$ cat src/sv/u8san_pkg.sv
`timescale 1ns / 1ps

package u8san_pkg;

    // Replacement string storage and default cap on its length
    localparam int REPL_REG_BYTES      = 4;
    localparam int MAX_REPL_BYTES_DEF  = 4;
    localparam int SUBST_LEN_W         = 3;
    localparam int CFG_DATA_W          = 32;
    localparam int CFG_IDX_W           = 2;

    // Register indexes of the configuration port
    localparam logic [CFG_IDX_W-1:0] REG_REPL_BYTES = 2'd0;
    localparam logic [CFG_IDX_W-1:0] REG_SUBST_LEN  = 2'd1;

    // Sequence buffering: five held bytes plus the closing byte
    localparam int PEND_DEPTH  = 5;
    localparam int PEND_IDX_W  = 3;
    localparam int SEQ_BYTES   = 6;
    localparam int QUEUE_DEPTH = 2;
    localparam int QPTR_W      = 1;
    localparam int QCNT_W      = 2;

    typedef struct packed {
        logic [7:0] data_byte;
        logic       end_of_text;
    } in_item_t;

    typedef struct packed {
        logic [7:0] out_byte;
        logic       last_of_run;
    } out_item_t;

    // Work handed from the classifier to the emitter:
    // optional replacement, a run of literal bytes, optional replacement
    typedef struct packed {
        logic                      pre_repl;
        logic [2:0]                n_bytes;
        logic [SEQ_BYTES-1:0][7:0] bytes;
        logic                      post_repl;
    } job_t;

    typedef enum logic [1:0] {
        PH_PRE,
        PH_BODY,
        PH_POST
    } phase_t;

    // Sequence width from the lead byte, zero for a follow byte or 0xFE/0xFF
    function automatic logic [2:0] lead_width(input logic [7:0] b);
        logic [2:0] w;
        priority if (b <= 8'h7f) w = 3'd1;
        else if (b <= 8'hbf)     w = 3'd0;
        else if (b <= 8'hdf)     w = 3'd2;
        else if (b <= 8'hef)     w = 3'd3;
        else if (b <= 8'hf7)     w = 3'd4;
        else if (b <= 8'hfb)     w = 3'd5;
        else if (b <= 8'hfd)     w = 3'd6;
        else                     w = 3'd0;
        return w;
    endfunction

endpackage

$ cat src/sv/utf8_sanitizer_with_replacement_top.sv
`timescale 1ns / 1ps

// Channel   Direction  Handshake            Payload
// in        input      in_valid / in_stall  in_data  (data_byte, end_of_text)
// out       output     out_valid / out_stall out_data (out_byte, last_of_run)
// cfg       input      cfg_valid / cfg_ready cfg_index, cfg_data
//
// A byte is accepted whenever the two-entry work queue has room; each input
// transaction then yields zero to eight output bytes, sent by the emitter one per
// cycle while out_stall is low, so the sustained rate is set by its one-byte port.
// Reset clears the sequence state, the queue, the output valid and both
// configuration registers. in_stall follows the queue being full; out_stall
// holds the output register and, through the queue, backs up to the input.

module utf8_sanitizer_with_replacement_top
    import u8san_pkg::*;
#(
    parameter int MAX_REPL_BYTES = MAX_REPL_BYTES_DEF
)
(
    input  logic                  clk,
    input  logic                  rst_n,
    input  logic                  in_valid,
    output logic                  in_stall,
    input  in_item_t              in_data,
    output logic                  out_valid,
    input  logic                  out_stall,
    output out_item_t             out_data,
    input  logic                  cfg_valid,
    output logic                  cfg_ready,
    input  logic [CFG_IDX_W-1:0]  cfg_index,
    input  logic [CFG_DATA_W-1:0] cfg_data
);

    localparam int REPL_CAP = (MAX_REPL_BYTES < REPL_REG_BYTES) ?
                              MAX_REPL_BYTES : REPL_REG_BYTES;

    logic [CFG_DATA_W-1:0]  repl_bytes_reg;
    logic [SUBST_LEN_W-1:0] subst_len_reg;
    logic [SUBST_LEN_W-1:0] subst_len_eff;

    logic q_push, q_full, q_pop, q_head_valid;
    job_t q_in_job, q_head_job;

    assign cfg_ready     = 1'b1;
    assign subst_len_eff = (subst_len_reg > SUBST_LEN_W'(REPL_CAP)) ?
                           SUBST_LEN_W'(REPL_CAP) : subst_len_reg;

    // Configuration registers
    always_ff @(posedge clk or negedge rst_n)
    begin
        if (!rst_n)
        begin
            repl_bytes_reg <= '0;
            subst_len_reg  <= '0;
        end
        else if (cfg_valid && cfg_ready)
        begin
            unique case (cfg_index)
                REG_REPL_BYTES: repl_bytes_reg <= cfg_data;
                REG_SUBST_LEN:  subst_len_reg  <= cfg_data[SUBST_LEN_W-1:0];
                default:        ;
            endcase
        end
    end

    u8san_front u_front (
        .clk       (clk),
        .rst_n     (rst_n),
        .in_valid  (in_valid),
        .in_stall  (in_stall),
        .in_data   (in_data),
        .subst_len (subst_len_eff),
        .q_full    (q_full),
        .q_push    (q_push),
        .q_job     (q_in_job)
    );

    u8san_queue u_queue (
        .clk        (clk),
        .rst_n      (rst_n),
        .push       (q_push),
        .push_job   (q_in_job),
        .full       (q_full),
        .head_valid (q_head_valid),
        .head_job   (q_head_job),
        .pop        (q_pop)
    );

    u8san_back u_back (
        .clk        (clk),
        .rst_n      (rst_n),
        .head_valid (q_head_valid),
        .head_job   (q_head_job),
        .pop        (q_pop),
        .repl_bytes (repl_bytes_reg),
        .subst_len  (subst_len_eff),
        .out_valid  (out_valid),
        .out_stall  (out_stall),
        .out_data   (out_data)
    );

endmodule

$ cat src/sv/u8san_front.sv
`timescale 1ns / 1ps

module u8san_front
    import u8san_pkg::*;
(
    input  logic                   clk,
    input  logic                   rst_n,
    input  logic                   in_valid,
    output logic                   in_stall,
    input  in_item_t               in_data,
    input  logic [SUBST_LEN_W-1:0] subst_len,
    input  logic                   q_full,
    output logic                   q_push,
    output job_t                   q_job
);

    logic                  in_seq_reg, in_seq_next;
    logic [2:0]            exp_w_reg, exp_w_next;
    logic [2:0]            seen_reg, seen_next;
    logic [7:0]            pend_reg [PEND_DEPTH];

    logic                  pend_we;
    logic [PEND_IDX_W-1:0] pend_idx;
    logic                  accept;
    logic                  cont;
    logic                  fresh;
    logic [2:0]            w;
    logic [3:0]            seen_inc;
    logic [7:0]            b;
    job_t                  job;

    assign in_stall = q_full;
    assign accept   = in_valid && !in_stall;
    assign b        = in_data.data_byte;
    assign cont     = (b[7:6] == 2'b10);
    assign w        = lead_width(b);
    assign seen_inc = {1'b0, seen_reg} + 4'd1;

    // Classify the byte against the open sequence
    always_comb
    begin
        in_seq_next = in_seq_reg;
        exp_w_next  = exp_w_reg;
        seen_next   = seen_reg;
        pend_we     = 1'b0;
        pend_idx    = seen_reg;
        fresh       = 1'b0;
        job         = '0;

        if (in_seq_reg)
        begin
            if (!cont)
            begin
                // broken sequence: replace, then treat byte as new
                job.pre_repl = 1'b1;
                in_seq_next  = 1'b0;
                exp_w_next   = 3'd0;
                seen_next    = 3'd0;
                fresh        = 1'b1;
            end
            else if (seen_inc >= {1'b0, exp_w_reg})
            begin
                // sequence complete: release held bytes plus this one
                job.n_bytes = seen_inc[2:0];
                for (int i = 0; i < PEND_DEPTH; i++)
                begin
                    job.bytes[i] = (3'(i) < seen_reg) ? pend_reg[i] : b;
                end
                job.bytes[SEQ_BYTES-1] = b;
                in_seq_next = 1'b0;
                exp_w_next  = 3'd0;
                seen_next   = 3'd0;
            end
            else
            begin
                pend_we   = 1'b1;
                seen_next = seen_inc[2:0];
            end
        end
        else
        begin
            fresh = 1'b1;
        end

        if (fresh)
        begin
            priority if (w > 3'd1)
            begin
                pend_we     = 1'b1;
                pend_idx    = '0;
                seen_next   = 3'd1;
                exp_w_next  = w;
                in_seq_next = 1'b1;
            end
            else if (w == 3'd1)
            begin
                job.n_bytes  = 3'd1;
                job.bytes[0] = b;
            end
            else
            begin
                job.post_repl = 1'b1;
            end
        end

        // end of text drops any open sequence
        if (in_data.end_of_text)
        begin
            in_seq_next = 1'b0;
            exp_w_next  = 3'd0;
            seen_next   = 3'd0;
        end
    end

    // Only transactions that produce output go to the queue
    assign q_push = accept &&
                    ((((job.pre_repl || job.post_repl) && (subst_len != '0))) ||
                     (job.n_bytes != 3'd0));
    assign q_job  = job;

    // Sequence state
    always_ff @(posedge clk or negedge rst_n)
    begin
        if (!rst_n)
        begin
            in_seq_reg <= 1'b0;
            exp_w_reg  <= 3'd0;
            seen_reg   <= 3'd0;
        end
        else if (accept)
        begin
            in_seq_reg <= in_seq_next;
            exp_w_reg  <= exp_w_next;
            seen_reg   <= seen_next;
        end
    end

    // Held bytes of the open sequence
    always_ff @(posedge clk)
    begin
        if (accept && pend_we)
        begin
            pend_reg[pend_idx] <= b;
        end
    end

endmodule

$ cat src/sv/u8san_queue.sv
`timescale 1ns / 1ps

module u8san_queue
    import u8san_pkg::*;
(
    input  logic clk,
    input  logic rst_n,
    input  logic push,
    input  job_t push_job,
    output logic full,
    output logic head_valid,
    output job_t head_job,
    input  logic pop
);

    job_t              entry_reg [QUEUE_DEPTH];
    logic [QPTR_W-1:0] wr_ptr_reg;
    logic [QPTR_W-1:0] rd_ptr_reg;
    logic [QCNT_W-1:0] count_reg;

    assign full       = (count_reg == QCNT_W'(QUEUE_DEPTH));
    assign head_valid = (count_reg != '0);
    assign head_job   = entry_reg[rd_ptr_reg];

    // Pointers and fill count
    always_ff @(posedge clk or negedge rst_n)
    begin
        if (!rst_n)
        begin
            wr_ptr_reg <= '0;
            rd_ptr_reg <= '0;
            count_reg  <= '0;
        end
        else
        begin
            if (push)
            begin
                wr_ptr_reg <= wr_ptr_reg + 1'b1;
            end
            if (pop)
            begin
                rd_ptr_reg <= rd_ptr_reg + 1'b1;
            end
            if (push && !pop)
            begin
                count_reg <= count_reg + QCNT_W'(1);
            end
            else if (pop && !push)
            begin
                count_reg <= count_reg - QCNT_W'(1);
            end
        end
    end

    // Entry storage
    always_ff @(posedge clk)
    begin
        if (push)
        begin
            entry_reg[wr_ptr_reg] <= push_job;
        end
    end

endmodule

$ cat src/sv/u8san_back.sv
`timescale 1ns / 1ps

module u8san_back
    import u8san_pkg::*;
(
    input  logic                      clk,
    input  logic                      rst_n,
    input  logic                      head_valid,
    input  job_t                      head_job,
    output logic                      pop,
    input  logic [CFG_DATA_W-1:0]     repl_bytes,
    input  logic [SUBST_LEN_W-1:0]    subst_len,
    output logic                      out_valid,
    input  logic                      out_stall,
    output out_item_t                 out_data
);

    phase_t     phase_reg, phase_next;
    logic [2:0] idx_reg, idx_next;
    logic       out_valid_reg, out_valid_next;
    out_item_t  out_reg, out_next;

    phase_t     eff;
    logic [2:0] pre_n, body_n, post_n, seg_n;
    logic       later;
    logic       last_in_seg;
    logic       job_done;
    logic       fire;
    logic [7:0] cur_byte;

    assign out_valid = out_valid_reg;
    assign out_data  = out_reg;

    assign pre_n  = head_job.pre_repl  ? subst_len : 3'd0;
    assign body_n = head_job.n_bytes;
    assign post_n = head_job.post_repl ? subst_len : 3'd0;
    assign fire   = head_valid && (!out_valid_reg || !out_stall);

    // Emit one byte per cycle from the head transaction while out_stall is low
    always_comb
    begin
        phase_next     = phase_reg;
        idx_next       = idx_reg;
        out_valid_next = out_valid_reg;
        out_next       = out_reg;
        pop            = 1'b0;

        // skip empty segments
        unique case (phase_reg)
            PH_PRE:
            begin
                if (pre_n != 3'd0)       eff = PH_PRE;
                else if (body_n != 3'd0) eff = PH_BODY;
                else                     eff = PH_POST;
            end
            PH_BODY:
            begin
                eff = (body_n != 3'd0) ? PH_BODY : PH_POST;
            end
            default:
            begin
                eff = PH_POST;
            end
        endcase

        unique case (eff)
            PH_PRE:
            begin
                seg_n    = pre_n;
                later    = (body_n != 3'd0) || (post_n != 3'd0);
                cur_byte = repl_bytes[8*idx_reg[1:0] +: 8];
            end
            PH_BODY:
            begin
                seg_n    = body_n;
                later    = (post_n != 3'd0);
                cur_byte = head_job.bytes[idx_reg];
            end
            default:
            begin
                seg_n    = post_n;
                later    = 1'b0;
                cur_byte = repl_bytes[8*idx_reg[1:0] +: 8];
            end
        endcase

        last_in_seg = ((idx_reg + 3'd1) == seg_n);
        job_done    = last_in_seg && !later;

        if (out_valid_reg && !out_stall)
        begin
            out_valid_next = 1'b0;
        end

        if (fire)
        begin
            out_valid_next       = 1'b1;
            out_next.out_byte    = cur_byte;
            out_next.last_of_run = job_done;
            if (job_done)
            begin
                pop        = 1'b1;
                phase_next = PH_PRE;
                idx_next   = 3'd0;
            end
            else if (last_in_seg)
            begin
                phase_next = (eff == PH_PRE) ? PH_BODY : PH_POST;
                idx_next   = 3'd0;
            end
            else
            begin
                idx_next = idx_reg + 3'd1;
            end
        end
    end

    // Control state
    always_ff @(posedge clk or negedge rst_n)
    begin
        if (!rst_n)
        begin
            phase_reg     <= PH_PRE;
            idx_reg       <= 3'd0;
            out_valid_reg <= 1'b0;
        end
        else
        begin
            phase_reg     <= phase_next;
            idx_reg       <= idx_next;
            out_valid_reg <= out_valid_next;
        end
    end

    // Output payload
    always_ff @(posedge clk)
    begin
        out_reg <= out_next;
    end

endmodule
$ cat config.mk
export PLATFORM = sky130hd
export DESIGN_NAME = utf8_sanitizer_with_replacement_top
export DESIGN_NICKNAME = d
export VERILOG_FILES = /design/src/sv/u8san_pkg.sv /design/src/sv/utf8_sanitizer_with_replacement_top.sv /design/src/sv/u8san_front.sv /design/src/sv/u8san_queue.sv /design/src/sv/u8san_back.sv
export SDC_FILE = /design/constraint.sdc
export NUM_CORES = 1
export LEC_CHECK = 0
export ABC_AREA = 1
export BUFFER_PORTS_ARGS = -buffer_cell sky130_fd_sc_hd__buf_4
export CORE_ASPECT_RATIO = 0.8
export CORE_MARGIN = 5
export CORE_UTILIZATION = 30
export DETAILED_ROUTE_END_ITERATION = 12
export PLACE_DENSITY = 0.48
export SYNTH_ARGS = -nofsm -noshare
export SYNTH_HDL_FRONTEND = slang
export SYNTH_SLANG_ARGS = --single-unit
$ cat constraint.sdc
create_clock -name clk -period 9.6 [get_ports clk]
set_clock_uncertainty 0.2 [all_clocks]
set_input_delay 0.48 -clock clk [delete_from_list [all_inputs] [get_ports clk]]
set_output_delay 0.48 -clock clk [all_outputs]
set_load 0.005 [all_outputs]
==> results of run 1 <==
==> logic make-up (layout without fill, tap and decap cells) <==
kind of cell               count (synthesis)  in the layout
buffers and inverters                     96            189
AOI/OAI and AO/OA                        196            196
DFF                                      207            207
xor gates and xnor gates                   5              5
muxes                                     29             29
and+or+nand+nor                          283            283
other                                      2              3
adders and majority gates                  6              6
==> power by group <==
part | total [mW] | internal [mW] | switching, mW
sequential | 1.27 | 1.17 | 0.0964
combinational | 1.02 | 0.334 | 0.684
clock | 0.789 | 0.451 | 0.337
total | 3.07 | 1.95 | 1.12
==> cell usage after synthesis, drive strengths merged <==
cell and count:
a32oi 9, xnor2 3, clkbuf 30, nand3 34, dfrtp 52, buf 11, o221ai 12, nand2 77
a21oi 47, o211ai 5, ha 6, o22ai 23, o21ai 88, o2111ai 2, inv 52, nor3 7
nand3b 2, clkinv 3, o31ai 1, edfxtp 155, a211oi 8, nor4 1, mux2 29, nor2 155
conb 2, xor2 2, o32ai 1, nand4 7
==> worst paths after layout <==
kind	from	cells past startpoint	end	slack, ns
worst max-delay path	u_front.seen_reg[2]	9	u_front.pend_reg[2][2]	5.49
worst min-delay path	cfg_data[28]	2	repl_bytes_reg[28]	0.02
worst max register to register	u_front.seen_reg[2]	9	u_front.pend_reg[2][2]	5.49
worst min register to register	repl_bytes_reg[2]	2	repl_bytes_reg[2]	0.29
max in group asynchronous	rst_n	2	repl_bytes_reg[13]	8.33
min in group asynchronous	rst_n	2	u_back.idx_reg[0]	0.38
==> critical path, stage by stage (launching register included) <==
cell	delay, ns
dfrtp_1	0.91
xnor2_1	0.19
inv_1	0.10
ha_1	0.30
a21oi_1	0.18
nor2_1	0.10
inv_1	0.08
buf_4	0.41
o211ai_1	0.33
nor3_1	0.92
==> area by class of cell <==
type | instances | area (sq um) | area share
clock buffer | 34 | 627 | 0.0570
clock inverter | 6 | 36.3 | 0.00330
inverter | 55 | 206 | 0.0188
multi-input combinational | 522 | 2880 | 0.262
sequential | 207 | 5960 | 0.541
tap | 413 | 517 | 0.0470
timing repair buffer | 94 | 776 | 0.0705
==> layer usage <==
metal | routed length (microns) | global-route usage
met1 | 13000 | 0.232
met2 | 9310 | 0.180
met3 | 1210 | 0.0251
met4 | 333 | 0.0208
met5 | 0 | 0
==> what timing repair did <==
item                                   CTS  global route
setup buffers                            0             0
endpoints found under the hold margin   83             0
hold buffers                            28             0
==> results.tsv, run 1 <==
metric	value	unit
global-route wire length before repair	37000	microns
actual transition at the worst max-transition pin	1.10	ns
worst path required time	9.52	ns
clock slew at reported path FFs	0.06	ns
Yosys reg bits	207	
Max clock buf depth	3	
Num Clock Sinks	207	
mux cell area share after synthesis	0.0355	
# setup viols final	0	
PostCTS Resize Cnt	0	
Vias	6320	
DR iter-0 viols	568	
Worst VDD drop	0.000114	V
final core utilization	0.363	
total track usage	0.137	
root buffer cell	clkbuf_16	
# H-tree levels	1	
minimum clock period	4.11	ns
Hold Fails Final Rpt	0	
vias per cell	4.75	
CTS Buf Count	23	
pre-CTS setup slack	5.44	ns
Crit. End Element	flip-flop	
Non-Filler Instances	1331	
row count	57	
crit-path max FO	46	
fin worst setup slack	5.49	ns
DRC	0	
ratio of cells with drive above 1 in the final layout	0.174	
Area after DPL	10100	sq um
clock latency on the worst-skew pair	0.51	ns
Initial Util	0.304	
sequential fraction of the synthesis area	0.647	
TNS Setup	0	ns
Final nets	957	
total core area	30300	sq um
yosys warns	0	
CP arrival	4.03	ns
placed insts	1263	
Area growth syn-to-layout	19.5	%
Synth Area in Adders	0.00816	
DRT Wirelength	23900	microns
die span in x	206	microns
First-pass DRT Iterations	5	
DR WL/cell	17.9	microns
most frequent cells in the layout	edfxtp_1, nor2_1, o21ai_0	
Yosys cell types	41	
vias in the first global route	6184	
leading area contributor after synthesis	edfxtp_1	
overall power	3.07	mW
max reg flops	106	
largest family of logic cells by synthesized area	simple AND/OR/NAND/NOR gates	
final design area excluding fillers	11000	sq um
Pwr per Cell Area	279	nW/um^2
Overflow after GRT	0	
DIE AREA	34300	sq um
Static Leak	4.17	nW
Post-Synth Simple-Gate Area	0.138	
Routed Antenna Nets	0	
hold crit path type	input port to flip-flop	
final period utilization	0.428	
top post-synthesis cells by area	edfxtp_1, dfrtp_1, nor2_1, o21ai_0, mux2_2	
number of diodes	0	
status	finished, final reports clean	
Placer Congestion	0.776	
pin count of the biggest net entering global routing	57	
Hold WS	0.0237	ns
Post-Synth XOR/XNOR Area	0.00476	
initial antenna violation count	0	
FMAX	0.243	GHz
syn_area_per_cell	11.2	sq um
Setup Crit Path Kind	flip-flop to flip-flop	
cell area after synthesis	9210	sq um
post-synthesis compound-gate area fraction	0.124	
top cell type's share of synthesized area	0.506	
Worst setup SP type	flip-flop	
most common cell after layout, fill and taps aside	edfxtp_1	
I/O Buffers	58	
Worst slew margin	0.258	
unrepaired setup endpoints after global routing	no	
max-cap violation count	0	
hpwl dp	15600	microns
# fillers	3022	
CTS tree	done	
I/O Pins	60	
Die H	167	microns
Mapped Cells	824	
Final Max Tran Viols	0	
(Power assumes the default switching activity.)
==> run 2, diff against run 1 <==
- clock period: 9.6 -> 3.8 ns (I/O delays scaled with it)
==> run 2 against run 1 <==
- hold slack got worse by 0.0087 ns
- power increased to 2.6 times the previous value
- clock power increased to 2.6 times the previous value
- register-to-register slack got worse by 5.0 ns
==> results.tsv, run 2 (synthesis gave the netlist of run 1 again) <==
metric	value	unit	change
overall power	7.85	mW	was 3.07 mW
most common cell after layout, fill and taps aside	edfxtp_1		unchanged
initial antenna violation count	0		unchanged
worst r2r src	u_front.seen_reg[0]		was u_front.seen_reg[2]
TNS Setup	0	ns	unchanged
FF-to-FF path depth	11		was 9
global-route wire length before repair	36400	microns	was 37,000 microns
reg2reg setup slack	0.51	ns	was 5.49 ns
DRC	0		unchanged
vias per cell	4.70		was 4.75
# H-tree levels	1		unchanged
Worst setup SP type	flip-flop		unchanged
# setup viols final	0		unchanged
final period utilization	0.867		was 0.428
Hold WS	0.0150	ns	was 0.0237 ns
CTS Buf Count	22		was 23
P_int	5.02	mW	was 1.95 mW
DIE AREA	34300	sq um	unchanged
DR iter-0 viols	401		was 568
WHS Endpoint	u_front.exp_w_reg[0]		was repl_bytes_reg[28]
row count	57		unchanged
Crit. End Element	flip-flop		unchanged
final core utilization	0.374		was 0.363
Max clock buf depth	3		unchanged
worst path required time	3.81	ns	was 9.52 ns
clock slew at reported path FFs	0.06	ns	about the same
worst reg2reg path endpoint	u_front.pend_reg[4][2]		was u_front.pend_reg[2][2]
DR WL/cell	17.2	microns	was 17.9 microns
Final nets	988		was 957
pin count of the biggest net entering global routing	53		was 57
Placer Congestion	0.809		was 0.776
status	finished, final reports clean		unchanged
Hold Path Depth	4		was 2
Clk network pwr share	0.259		was 0.257
ratio of cells with drive above 1 in the final layout	0.181		was 0.174
max-cap violation count	0		unchanged
clock latency on the worst-skew pair	0.51	ns	about the same
sw frac	0.361		was 0.364
Initial Util	0.304		unchanged
Num Clock Sinks	207		unchanged
total track usage	0.134		was 0.137
vias in the first global route	6138		was 6,184
Final Max Tran Viols	0		unchanged
minimum clock period	3.29	ns	was 4.11 ns
Vias	6395		was 6,320
Area growth syn-to-layout	23.1	%	was 19.5%
unrepaired setup endpoints after global routing	no		unchanged
root buffer cell	clkbuf_16		unchanged
Gate power share	0.341		was 0.331
DRT Wirelength	23500	microns	was 23,900 microns
Routed Antenna Nets	0		unchanged
Hold Buf Count CTS	48		was 28
Pwr per Cell Area	693	nW/um^2	was 279 nW/um^2
total core area	30300	sq um	unchanged
postcts setup bufs	0		unchanged
CP arrival	3.30	ns	was 4.03 ns
# fillers	2969		was 3,022
I/O Pins	60		unchanged
max reg flops	106		unchanged
I/O Buffers	58		unchanged
CTS tree	done		unchanged
min-delay src	in_valid		was cfg_data[28]
Psw	2.83	mW	was 1.12 mW
die span in x	206	microns	unchanged
actual transition at the worst max-transition pin	0.740	ns	was 1.10 ns
Worst slew margin	0.507		was 0.258
Setup Crit Path Kind	flip-flop to flip-flop		unchanged
Die H	167	microns	unchanged
Reg power frac	0.400		was 0.412
hpwl dp	15600	microns	about the same
crit-path max FO	46		unchanged
Hold Fails Final Rpt	0		unchanged
First-pass DRT Iterations	5		unchanged
Worst VDD drop	0.000284	V	was 0.000114 V
Overflow after GRT	0		unchanged
most frequent cells in the layout	edfxtp_1, nor2_1, o21ai_0		unchanged
Static Leak	4.33	nW	was 4.17 nW
number of diodes	0		unchanged
PostCTS Resize Cnt	0		unchanged
FMAX	0.304	GHz	was 0.243 GHz
hold crit path type	input port to flip-flop		unchanged
## run 2: cell types whose count changed in the layout (fill, tap and decap cells not counted), moves of 2 or more
cell / delta
buf_4: +10
clkbuf_1: -7
buf_12: +2
dlygate4sd3_1: +20
clkinv_1: +6
## run 2: metal layers
layer / global-route usage / wire length (microns)
met5: 0 / 0
met4: 0.0278 / 394
met3: 0.0216 / 1210
met2: 0.177 / 9040
met1: 0.225 / 12800
## run 2: worst max-delay path, cell delays in order (launching register included)
cell and delay (ns):
dfrtp_1 0.43, ha_1 0.34, ha_1 0.28, o21ai_0 0.09, nand2_1 0.10, a21oi_1 0.17, nor2_1 0.10, inv_1 0.08
buf_4 0.39, o211ai_1 0.31, nor4_1 0.27, buf_4 0.22
## run 2: power groups by stage
stage / Clock [mW] / Sequential (mW) / Combinational (mW)
2_1_floorplan: 0 / 3.13 / 1.85
4_1_cts: 2.08 / 3.14 / 2.70
6_report: 2.03 / 3.14 / 2.68
5_1_grt: 2.17 / 3.18 / 3.02
3_3_place_gp: 0 / 3.19 / 2.65
3_5_place_dp: 0 / 3.19 / 2.65
## run 2: area by class of cell
cell class                 instances  area, sq um  share of cell area
sequential                       207         5960               0.526
tap                              413          517              0.0456
inverter                          55          206              0.0182
clock buffer                      26          587              0.0518
multi-input combinational        522         2880               0.255
timing repair buffer             126         1090              0.0963
clock inverter                    13         86.3             0.00762
## run 2: how the worst max path moves through the flow
stage                         from                  endpoint  slack [ns]  cells after the start
2_1_floorplan  u_front.seen_reg[0]   u_queue.entry_reg[0][0]       -0.85                     12
3_3_place_gp   u_front.seen_reg[0]  u_queue.entry_reg[0][22]        0.57                     13
3_5_place_dp   u_front.seen_reg[0]  u_queue.entry_reg[0][30]        0.53                     13
4_1_cts        u_front.seen_reg[0]   u_queue.entry_reg[0][7]        0.51                     13
5_1_grt        u_front.seen_reg[0]    u_front.pend_reg[4][2]        0.27                     13
6_report       u_front.seen_reg[0]    u_front.pend_reg[4][2]        0.51                     11
## run 2: per-stage QoR
| stage | std cells | setup WS (ns) | cell area (sq um) |
|---|---|---|---|
| floorplan | 825 | -0.852 | 9210 |
| global placement | 1275 | 0.565 | 10200 |
| detailed placement | 1275 | 0.528 | 10200 |
| CTS | 1362 | 0.506 | 11300 |
| global route | 1362 | 0.267 | 11300 |
| finish | 1362 | 0.506 | 11300 |
